[config.mk]
export PLATFORM = sky130hd
export DESIGN_NAME = zip_central_directory_parser_unit
export DESIGN_NICKNAME = d
export VERILOG_FILES = /design/src/design/zcdp_pkg.sv /design/src/design/zcdp_parse_core.sv /design/src/design/zip_central_directory_parser_unit.sv
export VERILOG_INCLUDE_DIRS = /design/src /design/src/design
export SDC_FILE = /design/constraint.sdc
export NUM_CORES = 1
export LEC_CHECK = 0
export ABC_AREA = 1
export BUFFER_PORTS_ARGS = -buffer_cell sky130_fd_sc_hd__buf_4
export CAP_MARGIN = 20
export CORE_MARGIN = 4
export CORE_UTILIZATION = 25
export CTS_BUF_LIST = sky130_fd_sc_hd__clkbuf_16
export CTS_CLUSTER_SIZE = 25
export DETAILED_ROUTE_END_ITERATION = 16
export HOLD_SLACK_MARGIN = 0.1
export SLEW_MARGIN = 20
export SYNTH_ARGS = -nofsm -noshare
export SYNTH_HDL_FRONTEND = slang
export SYNTH_SLANG_ARGS = --single-unit
[constraint.sdc]
create_clock -name clk -period 19.9 [get_ports clk]
set_clock_uncertainty 0.05 [all_clocks]
set_input_delay 0 -clock clk [delete_from_list [all_inputs] [get_ports clk]]
set_output_delay 0 -clock clk [all_outputs]
set_load 0.005 [all_outputs]
[src/design/zip_central_directory_parser_unit_defines.svh]
// assertion macros for the zip central directory parser
`ifndef ZIP_CENTRAL_DIRECTORY_PARSER_UNIT_DEFINES_SVH
`define ZIP_CENTRAL_DIRECTORY_PARSER_UNIT_DEFINES_SVH

`ifndef SYNTHESIS
`define ZCDP_ASSERT_NOW(label, ante, cons) \
    label: assert property (@(posedge clk) disable iff (!rst_n) (ante) |-> (cons)) \
        else $error("zcdp assertion failed");
`define ZCDP_ASSERT_NEXT(label, ante, cons) \
    label: assert property (@(posedge clk) disable iff (!rst_n) (ante) |=> (cons)) \
        else $error("zcdp assertion failed");
`else
`define ZCDP_ASSERT_NOW(label, ante, cons)
`define ZCDP_ASSERT_NEXT(label, ante, cons)
`endif

`endif

[src/design/zcdp_pkg.sv]
// types and constants shared by the zip central directory parser
`timescale 1ns / 1ps
`default_nettype none

package zcdp_pkg;

    localparam logic [31:0] CD_SIGNATURE  = 32'h02014B50;
    localparam logic [5:0]  HEADER_LEN    = 6'd46;
    localparam logic [5:0]  POS_SIG_LAST  = 6'd3;
    localparam logic [5:0]  POS_METHOD    = 6'd10;
    localparam logic [5:0]  POS_PACKED    = 6'd20;
    localparam logic [5:0]  POS_PLAIN     = 6'd24;
    localparam logic [5:0]  POS_NAME_LEN  = 6'd28;
    localparam logic [5:0]  POS_EXTRA_LEN = 6'd30;
    localparam logic [5:0]  POS_CMT_LEN   = 6'd32;
    localparam logic [5:0]  POS_OFFSET    = 6'd42;
    localparam logic [5:0]  POS_HDR_LAST  = 6'd45;

    localparam logic [1:0]  REG_ENTRY_COUNT = 2'd0;

    localparam logic        STATUS_ENTRY   = 1'b0;
    localparam logic        STATUS_BAD_SIG = 1'b1;

    typedef struct packed {
        logic        valid;
        logic        status;
        logic [15:0] entry_index;
        logic [15:0] method;
        logic [31:0] packed_size;
        logic [31:0] plain_size;
        logic [31:0] local_offset;
        logic [15:0] name_length;
        logic        last_entry;
    } result_t;

    typedef struct packed {
        logic        halted;
        logic [15:0] entries_done;
        logic [5:0]  header_pos;
    } core_status_t;

    function automatic logic [7:0] sig_byte(input logic [1:0] lane);
        return CD_SIGNATURE[{lane, 3'b000} +: 8];
    endfunction

endpackage

`default_nettype wire

[src/design/zcdp_parse_core.sv]
// record header parser: field capture, trailer skip and result forming
`timescale 1ns / 1ps
`default_nettype none

module zcdp_parse_core
(
    input  wire logic                  clk,
    input  wire logic                  rst_n,
    input  wire logic                  step,
    input  wire logic [7:0]            data_byte,
    input  wire logic [15:0]           entry_count,
    output zcdp_pkg::result_t          res,
    output zcdp_pkg::core_status_t     stat
);

    logic [5:0]  pos_reg,         pos_next;
    logic [17:0] skip_reg,        skip_next;
    logic [15:0] method_reg,      method_next;
    logic [31:0] packed_reg,      packed_next;
    logic [31:0] plain_reg,       plain_next;
    logic [31:0] offset_reg,      offset_next;
    logic [15:0] name_len_reg,    name_len_next;
    logic [15:0] extra_len_reg,   extra_len_next;
    logic [15:0] cmt_len_reg,     cmt_len_next;
    logic [15:0] done_reg,        done_next;
    logic        sig_bad_reg,     sig_bad_next;
    logic        halted_reg,      halted_next;

    logic        active;
    logic        emit_entry;
    logic        emit_error;
    logic        sig_bad_now;
    logic [5:0]  rel;
    logic [17:0] skip_sum;
    logic [16:0] idx_plus;

    assign active   = !halted_reg && (done_reg < entry_count);
    assign skip_sum = {2'b00, name_len_reg} + {2'b00, extra_len_reg} + {2'b00, cmt_len_reg};
    assign idx_plus = {1'b0, done_reg} + 17'd1;

    always_comb
    begin
        pos_next       = pos_reg;
        skip_next      = skip_reg;
        method_next    = method_reg;
        packed_next    = packed_reg;
        plain_next     = plain_reg;
        offset_next    = offset_reg;
        name_len_next  = name_len_reg;
        extra_len_next = extra_len_reg;
        cmt_len_next   = cmt_len_reg;
        done_next      = done_reg;
        sig_bad_next   = sig_bad_reg;
        halted_next    = halted_reg;
        emit_entry     = 1'b0;
        emit_error     = 1'b0;
        sig_bad_now    = sig_bad_reg;
        rel            = 6'd0;

        if (step && active)
        begin
            if (pos_reg >= zcdp_pkg::HEADER_LEN)
            begin
                // trailer bytes: name, extra field and comment
                skip_next = skip_reg - 18'd1;
                if (skip_reg == 18'd1)
                begin
                    emit_entry = 1'b1;
                end
            end
            else
            begin
                case (pos_reg) inside
                    [6'd0 : zcdp_pkg::POS_SIG_LAST]:
                    begin
                        if (data_byte != zcdp_pkg::sig_byte(pos_reg[1:0]))
                        begin
                            sig_bad_now = 1'b1;
                        end
                        sig_bad_next = sig_bad_now;
                        if (pos_reg == zcdp_pkg::POS_SIG_LAST && sig_bad_now)
                        begin
                            emit_error  = 1'b1;
                            halted_next = 1'b1;
                        end
                    end
                    [zcdp_pkg::POS_METHOD : zcdp_pkg::POS_METHOD + 6'd1]:
                    begin
                        rel = pos_reg - zcdp_pkg::POS_METHOD;
                        method_next[{rel[0], 3'b000} +: 8] = data_byte;
                    end
                    [zcdp_pkg::POS_PACKED : zcdp_pkg::POS_PACKED + 6'd3]:
                    begin
                        rel = pos_reg - zcdp_pkg::POS_PACKED;
                        packed_next[{rel[1:0], 3'b000} +: 8] = data_byte;
                    end
                    [zcdp_pkg::POS_PLAIN : zcdp_pkg::POS_PLAIN + 6'd3]:
                    begin
                        rel = pos_reg - zcdp_pkg::POS_PLAIN;
                        plain_next[{rel[1:0], 3'b000} +: 8] = data_byte;
                    end
                    [zcdp_pkg::POS_NAME_LEN : zcdp_pkg::POS_NAME_LEN + 6'd1]:
                    begin
                        rel = pos_reg - zcdp_pkg::POS_NAME_LEN;
                        name_len_next[{rel[0], 3'b000} +: 8] = data_byte;
                    end
                    [zcdp_pkg::POS_EXTRA_LEN : zcdp_pkg::POS_EXTRA_LEN + 6'd1]:
                    begin
                        rel = pos_reg - zcdp_pkg::POS_EXTRA_LEN;
                        extra_len_next[{rel[0], 3'b000} +: 8] = data_byte;
                    end
                    [zcdp_pkg::POS_CMT_LEN : zcdp_pkg::POS_CMT_LEN + 6'd1]:
                    begin
                        rel = pos_reg - zcdp_pkg::POS_CMT_LEN;
                        cmt_len_next[{rel[0], 3'b000} +: 8] = data_byte;
                    end
                    [zcdp_pkg::POS_OFFSET : zcdp_pkg::POS_HDR_LAST]:
                    begin
                        rel = pos_reg - zcdp_pkg::POS_OFFSET;
                        offset_next[{rel[1:0], 3'b000} +: 8] = data_byte;
                    end
                    default:
                    begin
                        rel = 6'd0;
                    end
                endcase

                if (!emit_error)
                begin
                    pos_next = pos_reg + 6'd1;
                    if (pos_reg == zcdp_pkg::POS_HDR_LAST)
                    begin
                        skip_next = skip_sum;
                        if (skip_sum == 18'd0)
                        begin
                            emit_entry = 1'b1;
                        end
                    end
                end
            end
        end

        if (emit_entry)
        begin
            done_next    = idx_plus[15:0];
            pos_next     = 6'd0;
            skip_next    = 18'd0;
            sig_bad_next = 1'b0;
        end
    end

    always_comb
    begin
        res             = '0;
        res.valid       = emit_entry || emit_error;
        res.entry_index = done_reg;
        if (emit_error)
        begin
            res.status = zcdp_pkg::STATUS_BAD_SIG;
        end
        else
        begin
            res.status       = zcdp_pkg::STATUS_ENTRY;
            res.method       = method_next;
            res.packed_size  = packed_next;
            res.plain_size   = plain_next;
            res.local_offset = offset_next;
            res.name_length  = name_len_next;
            res.last_entry   = (idx_plus == {1'b0, entry_count});
        end
    end

    assign stat.halted       = halted_reg;
    assign stat.entries_done = done_reg;
    assign stat.header_pos   = pos_reg;

    always_ff @(posedge clk or negedge rst_n)
    begin
        if (!rst_n)
        begin
            pos_reg       <= '0;
            skip_reg      <= '0;
            method_reg    <= '0;
            packed_reg    <= '0;
            plain_reg     <= '0;
            offset_reg    <= '0;
            name_len_reg  <= '0;
            extra_len_reg <= '0;
            cmt_len_reg   <= '0;
            done_reg      <= '0;
            sig_bad_reg   <= 1'b0;
            halted_reg    <= 1'b0;
        end
        else
        begin
            pos_reg       <= pos_next;
            skip_reg      <= skip_next;
            method_reg    <= method_next;
            packed_reg    <= packed_next;
            plain_reg     <= plain_next;
            offset_reg    <= offset_next;
            name_len_reg  <= name_len_next;
            extra_len_reg <= extra_len_next;
            cmt_len_reg   <= cmt_len_next;
            done_reg      <= done_next;
            sig_bad_reg   <= sig_bad_next;
            halted_reg    <= halted_next;
        end
    end

endmodule

`default_nettype wire

[src/design/zip_central_directory_parser_unit.sv]
// top level: zip central directory record parser with apb register port
// one byte accepted per cycle while in_ready is high; a result appears in the output register
// in the cycle after the byte that completes a record (or the fourth byte of a bad signature)
// throughput is one byte per cycle while in_ready is high, set by the single-pass capture logic and output register
// rst_n is asynchronous active low and clears all parser state, entry_count and output valid
`timescale 1ns / 1ps
`default_nettype none

`include "zip_central_directory_parser_unit_defines.svh"

module zip_central_directory_parser_unit
(
    input  wire logic        clk,
    input  wire logic        rst_n,

    input  wire logic        psel,
    input  wire logic        penable,
    input  wire logic        pwrite,
    input  wire logic [1:0]  paddr,
    input  wire logic [31:0] pwdata,
    output      logic [31:0] prdata,
    output      logic        pready,

    input  wire logic        in_valid,
    output      logic        in_ready,
    input  wire logic [7:0]  data_byte,

    output      logic        out_valid,
    input  wire logic        out_ready,
    output      logic        status,
    output      logic [15:0] entry_index,
    output      logic [15:0] method,
    output      logic [31:0] packed_size,
    output      logic [31:0] plain_size,
    output      logic [31:0] local_offset,
    output      logic [15:0] name_length,
    output      logic        last_entry
);

    logic [15:0]            entry_count_reg, entry_count_next;
    logic                   out_valid_reg,   out_valid_next;
    zcdp_pkg::result_t      out_reg,         out_next;
    zcdp_pkg::result_t      res;
    zcdp_pkg::core_status_t stat;
    logic                   in_xfer;
    logic                   load;

    assign pready   = 1'b1;
    assign prdata   = (paddr == zcdp_pkg::REG_ENTRY_COUNT) ? {16'd0, entry_count_reg} : 32'd0;
    assign in_ready = !out_valid_reg || out_ready;
    assign in_xfer  = in_valid && in_ready;
    assign load     = in_xfer && res.valid;

    zcdp_parse_core u_core
    (
        .clk         (clk),
        .rst_n       (rst_n),
        .step        (in_xfer),
        .data_byte   (data_byte),
        .entry_count (entry_count_reg),
        .res         (res),
        .stat        (stat)
    );

    always_comb
    begin
        entry_count_next = entry_count_reg;
        if (psel && penable && pwrite && pready && paddr == zcdp_pkg::REG_ENTRY_COUNT)
        begin
            entry_count_next = pwdata[15:0];
        end

        out_valid_next = out_valid_reg;
        out_next       = out_reg;
        if (load)
        begin
            out_valid_next = 1'b1;
            out_next       = res;
        end
        else if (out_ready)
        begin
            out_valid_next = 1'b0;
        end
    end

    always_ff @(posedge clk or negedge rst_n)
    begin
        if (!rst_n)
        begin
            entry_count_reg <= '0;
            out_valid_reg   <= 1'b0;
        end
        else
        begin
            entry_count_reg <= entry_count_next;
            out_valid_reg   <= out_valid_next;
        end
    end

    always_ff @(posedge clk)
    begin
        out_reg <= out_next;
    end

    assign out_valid    = out_valid_reg;
    assign status       = out_reg.status;
    assign entry_index  = out_reg.entry_index;
    assign method       = out_reg.method;
    assign packed_size  = out_reg.packed_size;
    assign plain_size   = out_reg.plain_size;
    assign local_offset = out_reg.local_offset;
    assign name_length  = out_reg.name_length;
    assign last_entry   = out_reg.last_entry;

    // a signature error stops the parser for good
    `ZCDP_ASSERT_NEXT(a_halt_sticky, stat.halted, stat.halted)
    `ZCDP_ASSERT_NEXT(a_err_halts, load && res.status == zcdp_pkg::STATUS_BAD_SIG, stat.halted)
    // every entry result advances the record count by one and restarts the header
    `ZCDP_ASSERT_NEXT(a_entry_count_step, load && res.status == zcdp_pkg::STATUS_ENTRY,
        stat.entries_done == $past(stat.entries_done) + 16'd1 && stat.header_pos == 6'd0)
    `ZCDP_ASSERT_NOW(a_result_not_dropped, load, in_ready)

endmodule

`default_nettype wire
==> metrics.txt <==
via count=17.4k; sort of element at the end of the critical path=flip-flop; Row Count=105; synth warn=0; final standard cell count with taps included and fillers excluded=3902; worst vdd ir=0.0592 mV; status=complete, no violations; post-CTS setup buffer count=0; total half-perimeter wirelength after legalization and detailed placement=42600 um; Hold Path Class=primary input to flip-flop; power per cell area=110 nW/um^2; instance count after placement with tap cells included=3764; standard cell core area=82100 um^2; highest-count cells in the layout ignoring fill and taps=sky130_fd_sc_hd__nand2_1, sky130_fd_sc_hd__inv_1, sky130_fd_sc_hd__o21ai_0; Max Slew Vio Count=0; clock insertion delay at the later pin of the skew report=0.59 ns; TritonCTS clock tree=built; global-route usage over all layers=13.8%; Setup WS pre-CTS=13.92 ns; Tightest Pin Transition=1.07 ns; Num Clock Sinks=365; pin count of the biggest net entering global routing=100; leakage dissipation=11.6 nW; count of final setup violators=0; # hold bufs at CTS=60; biggest cell delay along the critical path=0.76 ns; cell seen most often among critical-path stages=sky130_fd_sc_hd__nand2_1; sequential area share after synthesis=47.6%; launch point of the worst path=u_core.name_len_reg[0]; setup repair after global routing missed its margin=no; area grow syn2layout=20.9%; count of state elements after synthesis=365; leading cell type in the layout, fill and taps excluded=sky130_fd_sc_hd__nand2_1; Unique masters post-synth=55; gpl congestion=0.867; Post-synth EDFFs=146; Post-synth top flop=sky130_fd_sc_hd__dfrtp_1; worst hold slack after final layout=0.258 ns; CTS clk-pin slew, worst paths=0.06 ns; final cell utilization of the core=30.5%; Overflow after GRT=0; Initial Util=25.2%; post-detailed-route count of antenna-violating nets=0; Vias/cell=4.45; critical register-to-register path startpoint=u_core.name_len_reg[0]; Hold Crit Start=out_ready; time the worst path needs with I/O delays and setup=5.94 ns; detail-routed net length per standard cell=15.7 um; post_cts resized=0; number of levels the H-tree was split into=2; final hold violations=0; Crit path required time=20.07 ns; post-synthesis area per instance=7.98 um^2; number of diodes added for antenna fixing=0; buffers added on ports=196; CTS Buf Count=42; iteration-0 DRC count of the detailed router=1466; fraction of final layout cells sized beyond drive strength 1=13.5%; Sum Neg Setup Slack=0 ns; critical path arrival=6.11 ns; total routed wirelength=61400 um; post-detailed-route DRC marker count=0; IO Pins=230; root buf cell=sky130_fd_sc_hd__clkbuf_16; classification of the worst setup path=flip-flop to flip-flop; Die Span X=296 um; die extent in y=296 um; post-synthesis instance area=20700 um^2; Max-cap violations=0; maximum clock path buffer count=3; FMAX=168 MHz; worst slew margin relative to its limit=28.6%; area enclosed by the die boundary=87500 um^2; Final Worst Setup Slack=13.96 ns; share of synthesized flip-flops with an asynchronous set or reset=60.0%; final cycle utilization of the critical path=29.8%; first-pass GRT wire length=95200 um; cell count after synthesis=2594; number of nets in the layout=2912; critical path startpoint category=flip-flop; vias in the first global route=16.3k; slowest stage cell on the critical path=sky130_fd_sc_hd__buf_4; CP Max Fanout=64; initial antenna violation count=3; DR pass1 iterations=6
==> worst max-delay path, delay by kind of cell (launching register included) <==
kind                       cells  cell delay (ns)
adders and majority gates      3             0.94
xor gates and xnor gates       1             0.27
buffers and inverters          3             0.87
AOI/OAI and AO/OA              2             0.25
and+or+nand+nor               18             2.73
DFF                            1             0.38
==> path summary, 6_finish.rpt <==
| check | slack (ns) | cells past startpoint | endpoint |
|---|---|---|---|
| hold / removal | 0.26 | 5 | out_valid |
| max in group asynchronous | 18.36 | 4 | u_core.cmt_len_reg[15] |
| setup / recovery | 13.96 | 27 | packed_size[13] |
| min in group asynchronous | 0.55 | 4 | u_core.offset_reg[4] |
| hold reg to reg | 0.44 | 2 | u_core.extra_len_reg[5] |
| setup reg to reg | 13.96 | 27 | packed_size[13] |
==> through the flow <==
stage / instance area, um^2 / total power [W]
2_1_floorplan: 20800 / 0.00169
3_3_place_gp: 23000 / 0.00195
3_5_place_dp: 23000 / 0.00197
4_1_cts: 25000 / 0.00279
5_1_grt: 25000 / 0.00297
6_report: 25000 / 0.00276
==> final cells by class <==
type                            count  area, um^2
Sequential cell                   365        9860
Clock buffer                       43        1080
Tap cell                         1070        1340
Fill cell                        8601       57100
Clock inverter                     35         309
Inverter                          424        1600
Multi-Input combinational cell   1691        8610
Timing Repair Buffer              274        2230
==> cells by family after synthesis <==
family	Yosys count	synth area share, %
flops	365	47.6
other cells	2	0.0363
simple gates	1006	19.9
fa+ha+maj	65	4.00
xor+xnor	37	1.63
buf+inv	553	11.2
mux	32	1.74
compound gates	534	13.9
==> layer usage <==
| layer | track usage (%) | wire length (um) | up-vias |
|---|---|---|---|
| met4 | 4.92 | 2150 | 4 |
| met2 | 21.5 | 27500 | 431 |
| met1 | 19.3 | 28400 | 8115 |
| met3 | 2.25 | 3220 | 107 |
| met5 | 0 | 27 | - |
| li1 | - | - | 8707 |
==> where the power goes <==
group	leakage [nW]	switching (W)	internal [W]
Clock	0.685	0.000347	0.000439
Combinational	6.79	0.000632	0.000308
Sequential	4.07	0.0000667	0.000966
Total	11.6	0.00105	0.00171
==> synth_stat cells (all sizes together), types with 2 or more instances <==
cell type  instances  share of area, %
o211ai             7              0.28
dfrtp            219                26
o22ai             13              0.39
nand3             92               2.2
conb               2             0.036
ha                63               3.8
nor4               6              0.18
fa                 2              0.19
inv              423               7.7
a31oi              6              0.18
nor2             295               5.4
nand2            556                10
a21oi             73               1.8
xor2              26               1.1
a211oi             2             0.072
nor3              16              0.51
buf               89               2.7
xnor2             10              0.42
o21ai            419                11
nand4             31              0.97
mux2              32               1.7
clkbuf            40              0.72
edfxtp           146                21
nand3b             4              0.15
o21a               7              0.25
o21bai             2             0.072
or2                4              0.12
No activity file was read; power rests on OpenSTA's default activity.
